## config.mk

```make
export PLATFORM = sky130hd
export DESIGN_NAME = half_single_float_converter
export DESIGN_NICKNAME = d
export VERILOG_FILES = /design/src/hw/rtl/hsfc_pkg.sv /design/src/hw/rtl/hsfc_decode.sv /design/src/hw/rtl/hsfc_convert.sv /design/src/hw/rtl/half_single_float_converter.sv
export SDC_FILE = /design/constraint.sdc
export NUM_CORES = 1
export LEC_CHECK = 0
export BUFFER_PORTS_ARGS = -buffer_cell sky130_fd_sc_hd__buf_2
export CAP_MARGIN = 20
export CORE_MARGIN = 2
export CORE_UTILIZATION = 40
export CTS_BUF_LIST = sky130_fd_sc_hd__clkbuf_8
export CTS_CLUSTER_DIAMETER = 50
export DETAILED_ROUTE_END_ITERATION = 8
export HOLD_SLACK_MARGIN = 0.15
export PLACE_DENSITY_LB_ADDON = 0.2
export RECOVER_POWER = 25
export SYNTH_ARGS = -nofsm -noshare
export SYNTH_HDL_FRONTEND = slang
export SYNTH_SLANG_ARGS = --single-unit
```

## constraint.sdc

```tcl
create_clock -name clk -period 3.6 [get_ports clk]
set_clock_uncertainty 0.2 [all_clocks]
set_input_delay 1.08 -clock clk [delete_from_list [all_inputs] [get_ports clk]]
set_output_delay 1.08 -clock clk [all_outputs]
set_load 0.005 [all_outputs]
```

## src/hw/rtl/hsfc_pkg.sv

```systemverilog
// Shared types, constants and stage records for the half/single converter.
package hsfc_pkg;

  localparam int unsigned DataW = 32;

  typedef enum logic {
    REQ_WIDEN  = 1'b0,
    REQ_NARROW = 1'b1
  } req_t;

  typedef struct packed {
    logic        sign;
    logic [7:0]  ebits;
    logic [22:0] fr;
    req_t        req;
    logic [4:0]  hex;
    logic [9:0]  hfr;
    logic [3:0]  lz;
    logic [4:0]  sh;
  } dec_t;

  typedef struct packed {
    req_t        req;
    logic        sign;
    logic [31:0] wres;
    logic [15:0] nres;
    logic        sub;
    logic [10:0] q;
    logic [23:0] rem;
    logic [23:0] half;
  } mid_t;

endpackage

```

## src/hw/rtl/hsfc_decode.sv

```systemverilog
// Decode stage: split the operand, count half leading zeros and form the subnormal shift.
module hsfc_decode
  import hsfc_pkg::*;
(
  input  logic             req_type,
  input  logic [DataW-1:0] operand_bits,
  output dec_t             dec
);

  always_comb begin
    dec.req = req_t'(req_type);
    dec.sign = (req_type == REQ_NARROW) ? operand_bits[31] : operand_bits[15];
    dec.ebits = operand_bits[30:23];
    dec.fr = operand_bits[22:0];
    dec.hex = operand_bits[14:10];
    dec.hfr = operand_bits[9:0];
    dec.lz = 4'd0;
    for (int i = 9; i >= 0; i--) begin
      if (operand_bits[i] && dec.lz == 4'd0) begin
        dec.lz = 4'(10 - i);
      end
    end
    dec.sh = 5'(9'd126 - 9'(operand_bits[30:23]));
  end

endmodule

```

## src/hw/rtl/hsfc_convert.sv

```systemverilog
// Conversion stages: alignment with rounding add, then final rounding and result select.
module hsfc_align
  import hsfc_pkg::*;
(
  input  dec_t dec,
  output mid_t mid
);

  logic [9:0]  nfr;
  logic [23:0] rnd;
  logic [23:0] mant;
  logic [23:0] mask;

  always_comb begin
    mid.req = dec.req;
    mid.sign = dec.sign;
    nfr = 10'(dec.hfr << dec.lz);
    if (dec.hex == 5'd0) begin
      if (dec.hfr == 10'd0) begin
        mid.wres = {dec.sign, 31'd0};
      end else begin
        mid.wres = {dec.sign, 8'(8'd113 - 8'(dec.lz)), nfr, 13'd0};
      end
    end else if (dec.hex == 5'h1f) begin
      mid.wres = {dec.sign, 8'hff, dec.hfr, 13'd0};
    end else begin
      mid.wres = {dec.sign, 8'(8'(dec.hex) + 8'd112), dec.hfr, 13'd0};
    end

    rnd = 24'({1'b0, dec.fr}) + 24'h000fff + 24'(dec.fr[13]);
    mant = {1'b1, dec.fr};
    mask = 24'((32'd1 << dec.sh) - 32'd1);
    mid.q = 11'(mant >> dec.sh);
    mid.rem = mant & mask;
    mid.half = 24'(32'd1 << (dec.sh - 5'd1));
    mid.sub = 1'b0;
    if (dec.ebits == 8'hff) begin
      mid.nres = {dec.sign, 5'h1f, (dec.fr != 23'd0) ? {1'b1, dec.fr[21:13]} : 10'd0};
    end else if (dec.ebits > 8'd142) begin
      mid.nres = {dec.sign, 15'h7c00};
    end else if (dec.ebits >= 8'd113) begin
      if (rnd[23]) begin
        if (dec.ebits == 8'd142) begin
          mid.nres = {dec.sign, 15'h7c00};
        end else begin
          mid.nres = {dec.sign, 5'(dec.ebits - 8'd111), 10'd0};
        end
      end else begin
        mid.nres = {dec.sign, 5'(dec.ebits - 8'd112), rnd[22:13]};
      end
    end else if (dec.ebits < 8'd102) begin
      mid.nres = {dec.sign, 15'd0};
    end else begin
      mid.nres = {dec.sign, 15'd0};
      mid.sub = 1'b1;
    end
  end

endmodule

module hsfc_convert
  import hsfc_pkg::*;
(
  input  mid_t             mid,
  output logic [DataW-1:0] result
);

  logic [10:0] qr;
  logic [15:0] nres;

  always_comb begin
    qr = mid.q;
    if (mid.rem > mid.half || (mid.rem == mid.half && mid.q[0])) begin
      qr = mid.q + 11'd1;
    end
    nres = mid.sub ? {mid.sign, 4'd0, qr} : mid.nres;
    result = (mid.req == REQ_NARROW) ? {16'd0, nres} : mid.wres;
  end

endmodule

```

## src/hw/rtl/half_single_float_converter.sv

```systemverilog
// Top level: three-stage stallable pipeline of decode, alignment and rounding.
// Stage one splits the operand and counts leading zeros, stage two aligns
// and adds the rounding increment, stage three finishes rounding and picks
// the result. An item moves through the s0, s1 and s2 registers in turn and
// out_valid is driven from s2. One item is taken every cycle while the
// output side does not stall; out_stall holds a full stage only while every
// stage ahead is full too, so the input stalls only when all three are full.
module half_single_float_converter
  import hsfc_pkg::*;
(
  input  logic             clk,
  input  logic             rst_n,
  input  logic             in_valid,
  output logic             in_stall,
  input  logic             in_req_type,
  input  logic [DataW-1:0] in_operand_bits,
  output logic             out_valid,
  input  logic             out_stall,
  output logic [DataW-1:0] out_result_bits
);

  logic             s0_v_r, s1_v_r, s2_v_r;
  dec_t             dec, s0_dec_r;
  mid_t             mid, s1_mid_r;
  logic [DataW-1:0] res, s2_res_r;
  logic             adv2, adv1, adv0;

  assign adv2 = !s2_v_r || !out_stall;
  assign adv1 = !s1_v_r || adv2;
  assign adv0 = !s0_v_r || adv1;
  assign in_stall = !adv0;

  hsfc_decode u_dec (.req_type(in_req_type), .operand_bits(in_operand_bits), .dec(dec));
  hsfc_align u_aln (.dec(s0_dec_r), .mid(mid));
  hsfc_convert u_cvt (.mid(s1_mid_r), .result(res));

  always_ff @(posedge clk) begin
    if (!rst_n) begin
      s0_v_r <= 1'b0;
      s1_v_r <= 1'b0;
      s2_v_r <= 1'b0;
    end else begin
      if (adv0) s0_v_r <= in_valid;
      if (adv1) s1_v_r <= s0_v_r;
      if (adv2) s2_v_r <= s1_v_r;
    end
  end

  always_ff @(posedge clk) begin
    if (adv0) s0_dec_r <= dec;
    if (adv1) s1_mid_r <= mid;
    if (adv2) s2_res_r <= res;
  end

  assign out_valid = s2_v_r;
  assign out_result_bits = s2_res_r;

  a_hold: assert property (@(posedge clk) disable iff (!rst_n)
    out_valid && out_stall |=> out_valid && $stable(out_result_bits))
    else $error("result lost under stall");
  a_upper: assert property (@(posedge clk) disable iff (!rst_n)
    s1_v_r && s1_mid_r.req == REQ_NARROW && adv2 |=> s2_res_r[31:16] == 16'd0)
    else $error("narrow result upper half not zero");
  a_flow: assert property (@(posedge clk) disable iff (!rst_n)
    s1_v_r && adv2 |=> s2_v_r)
    else $error("item dropped between stages");

endmodule
```

=== After elaboration in Yosys (flattened, before gate mapping) ===
Index checks and enable logic that the tools add are counted.

* Bits in registers: 202
* Bits in latches: 0
* Memory bits (writable): 0
* ROM bits: 0
* Input port bits: 37
* Output and inout port bits: 34
* Word-level logic and storage cells: 101
* Memories kept: 0

* $add $sub $neg: 10
* Multipliers: 0
* Div/mod/pow operators: 0
* $lt $le $gt $ge: 4
* Eq/ne operators: 4
* Shift-type cells: 4
* Muxes and demuxes: 23
* Bitwise logic cells: 1
* Reductions and logical operators: 33

{| class="wikitable"
|+ Operators by type and width
! operator !! number
|-
| 31-bit 2-to-1 mux || 3
|-
| 1-bit by 5-bit left shift with 24-bit output (first input constant) || 2
|-
| 15-bit 2-to-1 mux || 3
|-
| 4-bit zero test || 9
|-
| 16-bit 2-to-1 mux || 2
|-
| 4-bit 2-to-1 mux || 8
|-
| 10-bit 2-to-1 mux || 3
|-
| 23-bit by 12-bit adder with 24-bit output (second input constant) || 1
|-
| 24-bit by 1-bit adder with 24-bit output || 1
|-
| 24-bit AND || 1
|-
| 24-bit equality test || 1
|-
| 24-bit greater-than comparator || 1
|-
| 24-bit by 5-bit >> shifter with 11-bit output || 1
|-
| 24-bit by 1-bit subtractor with 24-bit output (second input constant) || 1
|-
| 23-bit nonzero test || 1
|-
| 8-bit equality test (second input constant) || 2
|-
| 11-bit by 1-bit adder with 11-bit output (second input constant) || 1
|-
| 11-bit 2-to-1 mux || 1
|-
| 1-bit logical AND || 10
|-
| 10-bit zero test || 1
|-
| 10-bit by 4-bit left shift with 10-bit output || 1
|-
| 5-bit by 7-bit adder with 8-bit output (second input constant) || 1
|-
| 8-bit by 7-bit greater-or-equal comparator with 1-bit output (second input constant) || 1
|-
| 8-bit greater-than comparator (second input constant) || 1
|-
| 13 further kinds || 22
|}

=== Depth between registers and ports, before layout ===
Gate-level depths: netlist (run 1).

* Depth after elaboration: 27
* Mapped depth: 12
* Gate-level depth less buffers: 9

=== Hierarchy ===
A second synthesis (run 1) with hierarchy kept.

* Cells, all modules: 914
* Area, all modules: 11056.9 sq um

{| class="wikitable"
|+ By module, submodules not included
! module !! times used !! cells an instance !! area an instance (sq um) !! sequential area each (sq um)
|-
| half_single_float_converter || 1 || 211 || 6089.6 || 6035.8
|-
| hsfc_align || 1 || 455 || 3166.8 || 0.0
|-
| hsfc_convert || 1 || 176 || 1276.2 || 0.0
|-
| hsfc_decode || 1 || 72 || 524.3 || 0.0
|}

=== Worst setup path after synthesis (run 1) ===
OpenSTA, ideal clock, no wires.

* Path kind: input -> register
* Start: input port out_stall
* End: register s1_mid_r[0] (netlist bit) (enable)
* Library setup time: 448 ps
* Data arrival time: 3106 ps
* Required time: 2952 ps
* Path slack: -153 ps
* Stages: 2
* Path through: and3_1 > inv_1

* Cells in the longest elaborated chain, start to end: 3

{| class="wikitable"
|+ RTL lines
! element !! RTL line !! text
|-
| start, declared || half_single_float_converter.sv:18 || <nowiki>input logic out_stall,</nowiki>
|-
| 1-bit zero test || half_single_float_converter.sv:28 || <nowiki>assign adv2 = !s2_v_r || !out_stall;</nowiki>
|-
| 1-bit logical OR || half_single_float_converter.sv:28 ||
|-
| 1-bit logical OR || half_single_float_converter.sv:29 || <nowiki>assign adv1 = !s1_v_r || adv2;</nowiki>
|-
| via adv1 || half_single_float_converter.sv:26 || <nowiki>logic adv2, adv1, adv0;</nowiki>
|-
| end signal, assigned || half_single_float_converter.sv:51 || <nowiki>if (adv1) s1_mid_r <= mid;</nowiki>
|-
| end, declared || half_single_float_converter.sv:24 || <nowiki>mid_t mid, s1_mid_r;</nowiki>
|}

The timed path passes the listed nets, and every way through them passes these cells.
A chain may end at the register's enable or synchronous reset.

=== Worst setup path in the final report (run 1) ===
* Start: input port out_stall
* End: output port in_stall

* Cells in the longest elaborated chain, start to end: 5

{| class="wikitable"
|+ RTL lines
! element !! RTL line !! text
|-
| 1-bit zero test || half_single_float_converter.sv:28 ||
|-
| 1-bit logical OR || half_single_float_converter.sv:28 ||
|-
| 1-bit logical OR || half_single_float_converter.sv:29 ||
|-
| 1-bit logical OR || half_single_float_converter.sv:30 || <nowiki>assign adv0 = !s0_v_r || adv1;</nowiki>
|-
| 1-bit zero test || half_single_float_converter.sv:31 || <nowiki>assign in_stall = !adv0;</nowiki>
|-
| end, declared || half_single_float_converter.sv:14 || <nowiki>output logic in_stall,</nowiki>
|}

No other way between the ends.

==> impl_metrics.yaml, run 1 <==
run_status:
  status: "finished with violations"
  violations: "max-capacitance violations"
timing:
  setup_tns_ns: 0
  grt_setup_unrepaired: "false"
  fin_crit_ns: 2.98
  whs_ns: 0.230
  max_slew.worst_pin.slew_ns: 1.49
  clock.fmax_mhz: 335
  relSlewSlack_pct: 0.603
  setup_viol: 0
  min_period_over_period_pct: 82.9
  finalWorstSetupSlack_ns: 0.616
  finalHoldViolCount: 0
  slew_viol_final: 0
clock_network:
  clockBufferDepth: 2
  ctsHoldBuffers: 0
  cts_tree: "built"
  cts_inserted_buffers: 17
  clockRootBuffer: "clkbuf_8"
  path_clk_slew_ns: 0.09
  numClockSinks: 169
  ctsResizeCount: 0
  postCtsSetupRepairBufs: 0
  clk_latency_ns: 0.46
  cts_htree_levels: 4
critical_path:
  cp_slowest_cell: "and3_1"
  end_kind: "output pin"
  required_ns: 2.32
  crit_type: "in2out"
  worstPathArrival_ns: 1.70
  cp_cell_sequence: "clkbuf_1, and3_1, nand2_2, inv_1, buf_2"
  max_stage_delay_ns: 0.27
  cp_max_fo: 3
  worstSetupStartpointType: "primary input"
global_routing:
  use_met3_pct: 3.89
  grt_max_degree: 49
  grt_pass1_wl_um: 36300
  antenna_found_initial: 0
  global_route.usage.met2_pct: 28.1
  track_usage_pct: 19.3
  grt_pass1_vias: 6398
  gr-total-overflow: 0
  met1_usage_pct: 28.9
  top_usage_layer: "met1"
floorplan:
  fp.dieH_um: 158
  start_util_pct: 40.6
  fp.coreArea_um2: 23300
  io-pin-count: 71
  die_area_um2: 24900
  fp-row-count: 56
  fp.dieW_um: 158
route:
  drt_iter0_markers: 575
  drc: 0
  vias: 6799
  dr.pass1.iters: 5
  wl_per_cell_um: 18.7
  final_antenna_net_count: 0
  vias_per_cell: 5.43
  routed_wl_um: 23400
final_layout:
  layout.cells.non_filler: 1251
  fin_nets: 990
  layout_common_cells: "edfxtp_1, nand2_1, o21ai_0"
  area.growth.synth_to_final_pct: 12.5
  layout_commonest_cell: "edfxtp_1"
  fillers: 2156
  diodes: 0
  drive_gt1_share_pct: 16.0
place:
  gp_congestion: 0.924
  portBuffers: 70
  dp_slack_ns: 0.633
  dp_cells: 1219
  hpwlAfterDp_um: 17100
synthesis:
  synthSimpleGateAreaFrac_pct: 15.1
  synth_edf_count: 166
  yosysSeqAreaShare_pct: 53.3
  synth_top_area_share_pct: 52.7
  muxShareOfSynthArea_pct: 6.51
  yosysWarnings: 0
  synth_nets: 924
  synth.avg_cell_area_um2: 11.1
  synth_fa_ha_area_share_pct: 4.50
  yosys.cell_types.count: 73
  synth_compound_area_share_pct: 14.1
  synth_area_leaders: "edfxtp_1, ha_1, o21ai_0, mux2i_1, nand2_1"
  synth_top_cell_by_area: "edfxtp_1"
  ys_async_sr_fraction_pct: 0
  synth_xor_area_share_pct: 2.13
  ys_ff_latch: 169
  synth_ff_type: "edfxtp_1"
  synth_top_family_by_area: "simple AND/OR/NAND/NOR gates"
  synth_area_um2: 9460
  syn-instance-count: 853
power:
  peakVddDrop_mv: 0.266
  p_per_area_nw_per_um2: 441
  power.total_w: 0.00470
  p_leak_nw: 4.06
job:
  cap_violations: 1
min_path:
  hold_class: "reg2reg"
Yosys cell counts, types with 8 or more instances:
cell type,number
a21boi_0,11
ha_1,34
a21oi_1,51
xnor2_1,9
inv_1,41
nand4_1,11
xor2_1,14
edfxtp_1,166
o21ai_0,61
buf_2,12
mux4_2,10
nand3_1,15
mux2_2,8
nor3_1,20
nor2b_1,36
clkbuf_1,29
nor4_1,8
mux2i_1,30
a211oi_1,14
nor2_1,53
nand2_1,79
a31oi_1,10
and2_1,12
state kept, by name, indices dropped and copies added, names as in the netlist:
register,cells
out_valid,1
s0_v_r,1
s1_v_r,1
s1_mid_r,94
out_result_bits,31
s0_dec_r,41
logic make-up (layout without fill, tap and decap cells):
group                    count (synthesis)  after routing
AO/OA/AOI/OAI                          206            206
XOR/XNOR                                23             23
multiplexers                            48             48
AND/OR/NAND/NOR                        276            276
adder cells (fa/ha/maj)                 34             34
buffers and inverters                   97            176
flip-flops                             169            169
report_power, final:
| part | switching (W) | total, W | internal, W |
|---|---|---|---|
| Clock | 0.000719 | 0.00148 | 0.000761 |
| Combinational | 0.000457 | 0.000775 | 0.000318 |
| Sequential | 0.000124 | 0.00244 | 0.00232 |
cell type report:
class / instances / area (um^2) / share of cell area, %
inverter: 43 / 165 / 1.55
sequential: 169 / 5040 / 47.4
timing repair buffer: 101 / 591 / 5.55
clock buffer: 17 / 234 / 2.20
tap: 319 / 399 / 3.75
multi-input combinational: 587 / 4010 / 37.7
clock inverter: 15 / 201 / 1.89
final timing paths:
path / end / slack (ns) / cells after the start / start
worst max-delay path: in_stall / 0.62 / 5 / out_stall
worst min-delay path: s1_mid_r[109]$_DFFE_PP_ / 0.23 / 0 / s0_dec_r[24]$_DFFE_PN_
worst max register to register: s1_mid_r[64]$_DFFE_PP_ / 0.75 / 7 / s0_dec_r[39]$_DFFE_PN_
worst min register to register: s1_mid_r[109]$_DFFE_PP_ / 0.23 / 0 / s0_dec_r[24]$_DFFE_PN_
per-layer routing:
metal  vias up  routed length (um)
met2       231               10100
met5         -                   0
met4         0                 417
met1      3235               11400
met3        27                1500
li1       3306                   -
critical path, delay by kind of cell:
kind	cells	cell delay, ns
buf+inv	3	0.28
simple gates	2	0.35
metrics by stage:
stage	utilization [%]	cell area, um^2
after CTS	45.8	10700
final	45.6	10600
after floorplan	-	9470
after global placement	43.9	10200
after global routing	45.6	10600
after detailed placement	43.9	10200
Power figures use the tool's default switching activity.
==> inputs of run 2 (changes only) <==
ABC_AREA = 1   (was not set)
clock period = 3 ns   (was 3.6 ns; I/O delays follow)
==> run 2 against run 1 <==
Effect of this change:
- the run ends with max-capacitance violations, max-slew violations left
- combinational power is 51% higher
- cell count is 22% higher
- clock power is 7% higher
- first-iteration DRC count is 23% higher
- synthesized cell count is 30% higher
- die area is 1.5% higher
- worst setup slack worse by 0.35 ns
- sequential power is 21% higher
- critical path depth is 1 higher
- cell area is 1.7% higher
==> impl_metrics.yaml, run 2 <==
min_path:
  worstHoldPathCells: 0
  hold_class: "reg2reg"
timing:
  grt_setup_unrepaired: "false"
  min_period_over_period_pct: 91.2
  setup_tns_ns: 0
  slew_viol_final: 33
  max_slew.worst_pin.slew_ns: 1.69
  relSlewSlack_pct: -12.9
  setup_viol: 0
  clock.fmax_mhz: 365
  finalHoldViolCount: 0
  fin_crit_ns: 2.74
synthesis:
  ys_ff_latch: 169
  synth.most_common_cell: "nand2_1"
  yosys-top-cells-count: "nand2_1, edfxtp_1, inv_1"
  synth_top_area_share_pct: 51.9
  yosysSeqAreaShare_pct: 52.5
  synth.avg_cell_area_um2: 8.69
  synth_area_leaders: "edfxtp_1, nand2_1, inv_1, o21ai_0, nor2_1"
  synth_ff_type: "edfxtp_1"
  syn-instance-count: 1106
  yosys.cell_types.count: 44
  ys_async_sr_fraction_pct: 0
  yosysWarnings: 0
  synth_edf_count: 166
  synth_top_cell_by_area: "edfxtp_1"
  synth_nets: 1177
  synth_area_um2: 9610
route:
  final_antenna_net_count: 0
  drt_iter0_markers: 705
  routed_wl_um: 24200
  dr.pass1.iters: 5
  vias: 7656
  vias_per_cell: 5.02
  drc: 0
  wl_per_cell_um: 15.9
clock_network:
  path_clk_slew_ns: 0.11
  cts_htree_levels: 4
  ctsHoldBuffers: 0
  clockBufferDepth: 2
  clk_latency_ns: 0.48
  ctsResizeCount: 0
  cts_inserted_buffers: 17
  postCtsSetupRepairBufs: 0
  cts_tree: "built"
  numClockSinks: 169
  clockRootBuffer: "clkbuf_8"
critical_path:
  worstSetupStartpointType: "primary input"
  crit_type: "in2out"
  end_kind: "output pin"
  ff2ff_path_depth: 9
  cp_max_fo: 2
  required_ns: 1.90
  worstPathArrival_ns: 1.64
final_layout:
  regMostFlops: "s1_mid_r"
  layout.cells.non_filler: 1524
  area.growth.synth_to_final_pct: 12.6
  layout_commonest_cell: "nand2_1"
  layout_common_cells: "nand2_1, edfxtp_1, inv_1"
  fin_nets: 1263
  drive_gt1_share_pct: 12.3
  largest_reg_flops: 94
  final_cell_area_um2: 10800
  diodes: 0
global_routing:
  gr-total-overflow: 0
  grt_max_degree: 96
  antenna_found_initial: 0
  grt_pass1_wl_um: 38100
  track_usage_pct: 19.4
  grt_pass1_vias: 7034
floorplan:
  fp-row-count: 56
  io-pin-count: 71
  start_util_pct: 40.8
  die_area_um2: 25300
  fp.coreArea_um2: 23500
  fp.dieH_um: 159
  fp.dieW_um: 159
job:
  cap_violations: 1
power:
  peakVddDrop_mv: 0.222
  p_leak_nw: 4.83
  p_per_area_nw_per_um2: 527
  power.total_w: 0.00571
run_status:
  violations: "max-capacitance violations, max-slew violations"
  status: "finished with violations"
place:
  hpwlAfterDp_um: 18700
  portBuffers: 70
  dp_cells: 1492
  place_area_um2: 10500
  gp_congestion: 0.935
==> run 2: kinds of logic after synthesis <==
| logic type | Yosys count | synth area share (%) |
|---|---|---|
| and+or+nand+nor | 495 | 22.1 |
| AOI/OAI and AO/OA | 189 | 10.8 |
| buffers and inverters | 195 | 7.86 |
| DFF | 169 | 52.5 |
| muxes | 3 | 0.326 |
| xor gates and xnor gates | 21 | 1.91 |
| adders and majority gates | 34 | 4.43 |
==> run 2: path summary, 6_finish.rpt <==
check                                            start                 endpoint  slack (ns)
worst min register to register  s0_dec_r[24]$_DFFE_PN_  s1_mid_r[109]$_DFFE_PP_        0.23
worst min-delay path            s0_dec_r[24]$_DFFE_PN_  s1_mid_r[109]$_DFFE_PP_        0.23
worst max register to register  s0_dec_r[48]$_DFFE_PN_   s1_mid_r[48]$_DFFE_PP_        0.45
worst max-delay path                         out_stall                 in_stall        0.26
==> run 2: final cells by class <==
| cell class | count | area (um^2) |
|---|---|---|
| inverters | 164 | 623 |
| multi-input cells | 742 | 3830 |
| well taps | 319 | 399 |
| repair buffers | 98 | 528 |
| flip-flops and latches | 169 | 5040 |
| fillers | 2361 | 12700 |
| clock inverters | 15 | 160 |
| clock buffers | 17 | 234 |
==> run 2: metrics by stage <==
stage               util, %  setup WS (ns)  hold slack, ns
global placement       44.5          0.313           0.203
CTS                    46.2          0.297           0.233
detailed placement     44.5          0.303           0.207
global route           46.0          0.179           0.252
floorplan                 -          -1.27           0.200
finish                 46.0          0.263           0.235
==> run 2: worst max-delay path, cell delays in order <==
cell,delay (ns)
clkbuf_1,0.19
nand2_8,0.07
nor2_4,0.08
clkinvlp_2,0.11
nor2_1,0.15
buf_2,0.13
==> run 2: where the power goes <==
group	total [W]	switching, W	internal (W)
Sequential	0.00295	0.000131	0.00282
Clock	0.00159	0.000968	0.000623
Combinational	0.00117	0.000755	0.000411
Total	0.00571	0.00185	0.00385
==> run 2: routing by layer <==
metal / up-vias / part of all wire, % / track usage, %
met5: - / 0 / 0
met4: 0 / 1.5 / 6.20
met3: 24 / 4.0 / 2.92
met2: 188 / 46 / 30.2
met1: 3559 / 49 / 27.9
li1: 3885 / - / -
==> inputs of run 3 (changes only) <==
--- a/config.mk
+++ b/config.mk
@@ -15,2 +15,3 @@
 export DETAILED_ROUTE_END_ITERATION = 8
+export GPL_TIMING_DRIVEN = 0
 export HOLD_SLACK_MARGIN = 0.15
==> constraint.sdc (replaced) <==
create_clock -name clk -period 3 [get_ports clk]
set_clock_uncertainty 0.2 [all_clocks]
set_input_delay 0.6 -clock clk [delete_from_list [all_inputs] [get_ports clk]]
set_output_delay 0.6 -clock clk [all_outputs]
set_load 0.005 [all_outputs]
==> run 3 against run 2 <==
Effect of this change:
- the run now ends clean
- cell area grew 3.4%
- register-to-register slack got worse by 0.22 ns
- cell count is 2.6% higher
- critical path depth is 1 lower
- core utilization up 1.6 points
- highest routed layer unchanged
==> impl_metrics.yaml, run 3 (same netlist as run 2, synthesis figures left out) <==
run_status:
  status: "complete, no violations"
timing:
  slew_viol_final: 0
  min_period_over_period_pct: 94.5
  max_slew.worst_pin.slew_ns: 0.791
  grt_setup_unrepaired: "false"
  finalHoldViolCount: 0
  clock.fmax_mhz: 353
  relSlewSlack_pct: 46.8
  fin_crit_ns: 2.83
  setup_tns_ns: 0
  setup_viol: 0
  whs_ns: 0.178
global_routing:
  grt_max_degree: 45
  grt_pass1_wl_um: 39300
  gr-total-overflow: 0
  track_usage_pct: 20.0
  antenna_found_initial: 0
  grt_pass1_vias: 7364
place:
  portBuffers: 70
  gp_congestion: 0.937
  dp_cells: 1497
  place_area_um2: 10400
  hpwlAfterDp_um: 19500
critical_path:
  critical_path.most_common_cell: "nor2_4"
  cp_top_family: "simple AND/OR/NAND/NOR gates"
  cp_cell_sequence: "nand2_8, nor2_4, clkinvlp_4, nor2_4, buf_2"
  cp_slowest_cell: "dfxtp_1"
  r2r-end: "s1_mid_r[46]$_DFFE_PP_"
  r2r_start: "s0_dec_r[2]$_DFFE_PN_"
  worstPathArrival_ns: 2.03
  max_stage_delay_ns: 0.44
  path_buf_inv: 2
  end_kind: "output pin"
  reg2reg_slack_ns: 0.23
  ff2ff_path_depth: 15
  crit_type: "reg2out"
  cp_max_fo: 33
  worstSetupStartpointType: "flip-flop"
  required_ns: 2.20
power:
  switching_power_w: 0.00188
  p_per_area_nw_per_um2: 514
  intPower_w: 0.00388
  p_leak_nw: 4.96
  clockPowerShare_pct: 27.7
  power_frac_seq_pct: 51.2
  peakVddDrop_mv: 0.193
  p_comb_share_pct: 21.1
  swShare_pct: 32.6
clock_network:
  cts_inserted_buffers: 17
  path_clk_slew_ns: 0.11
  cts_htree_levels: 4
  clockBufferDepth: 2
  clk_latency_ns: 0.48
  cts_tree: "built"
  clockRootBuffer: "clkbuf_8"
  numClockSinks: 169
route:
  vias_per_cell: 5.01
  dr.pass1.iters: 5
  drt_iter0_markers: 580
  final_antenna_net_count: 0
  vias: 7834
  wl_per_cell_um: 16.2
  routed_wl_um: 25300
  drc: 0
final_layout:
  fin_nets: 1303
  final_cell_area_um2: 11200
  diodes: 0
  layout.cells.non_filler: 1564
  fillers: 2310
  regMostFlops: "s1_mid_r"
  layout_common_cells: "nand2_1, edfxtp_1, inv_1"
  multi_input_area_um2: 3870
  finalCoreUtilization_pct: 47.5
  regArea_um2: 5040
  area.growth.synth_to_final_pct: 16.5
  layout_commonest_cell: "nand2_1"
  drive_gt1_share_pct: 11.6
  largest_reg_flops: 94
floorplan:
  start_util_pct: 40.8
  fp.dieH_um: 159
  fp.dieW_um: 159
  io-pin-count: 71
  fp.coreArea_um2: 23500
  die_area_um2: 25300
  fp-row-count: 56
min_path:
  hold_class: "in2reg"
  whs_endpoint: "out_valid$_SDFFE_PN0P_"
  worstHoldPathCells: 3
  min_from: "rst_n"
job:
  cap_violations: 0
==> run 3: cell count changes in the layout (fill, tap and decap cells not counted), sizes merged <==
cell / change
dlygate4sd3: +34
clkbuf: +11
buf: -6
inv: +3
clkinv: -1
clkinvlp: -1
==> run 3: per-stage QoR <==
step,setup WS [ns],power [W]
final,0.166,0.00575
after global routing,0.0389,0.00605
after global placement,-2.13,0.00415
after detailed placement,-0.584,0.00416
after CTS,0.00724,0.00579
after floorplan,-0.973,0.00376
==> run 3: worst register-to-register path, stage by stage, from the launching register on <==
cell	delay [ns]
edfxtp_1	0.45
buf_6	0.18
clkinvlp_4	0.10
buf_2	0.18
ha_1	0.22
inv_2	0.11
nor2_4	0.08
inv_1	0.08
ha_2	0.23
inv_1	0.12
nor2_4	0.17
nand2_1	0.10
nor2_1	0.17
nand2_1	0.07
nand2_1	0.06
nor2_1	0.04
==> run 3: power groups by stage <==
| stage | Sequential [W] | Clock [W] | Combinational (W) |
|---|---|---|---|
| floorplan | 0.00295 | 0 | 0.000805 |
| global placement | 0.00300 | 0 | 0.00115 |
| detailed placement | 0.00300 | 0 | 0.00116 |
| CTS | 0.00294 | 0.00164 | 0.00121 |
| global route | 0.00297 | 0.00172 | 0.00137 |
| finish | 0.00295 | 0.00159 | 0.00121 |
==> run 3: final cells by class <==
cell class                      count  share of cell area [%]
Tap cell                          319                    3.57
Inverter                          164                    5.62
Clock buffer                       17                    2.09
Timing Repair inverter              1                  0.0671
Multi-Input combinational cell    742                    34.5
Clock inverter                     15                    1.37
Buffer                             30                    1.26
Sequential cell                   169                    45.1
Timing Repair Buffer              107                    6.41
==> run 3: per-layer routing <==
layer  global-route usage, %  share of wire (%)
met2                    32.0                 46
met1                    28.0                 48
met3                    2.84                4.3
met5                       0                  0
met4                    6.82                2.2
==> run 3: repair_timing <==
item | 4_1_cts | 5_1_grt
hold endpoints to repair | 33 | 0
resized for setup | 4 | 10
endpoints found under the setup margin | 74 | 53
buffers inserted | 1 | 0
hold buffers | 34 | 0
gates cloned | 0 | 1
==> run 3: worst max path at each step <==
| stage | cells past startpoint | start | end |
|---|---|---|---|
| floorplan | 5 | out_stall | s0_dec_r[1]$_DFFE_PN_ |
| global placement | 6 | out_stall | s0_dec_r[36]$_DFFE_PN_ |
| detailed placement | 13 | s0_dec_r[2]$_DFFE_PN_ | s1_mid_r[28]$_DFFE_PP_ |
| CTS | 15 | s0_dec_r[2]$_DFFE_PN_ | s1_mid_r[46]$_DFFE_PP_ |
| global route | 16 | s0_dec_r[2]$_DFFE_PN_ | s1_mid_r[45]$_DFFE_PP_ |
| finish | 5 | out_valid$_SDFFE_PN0P_ | in_stall |
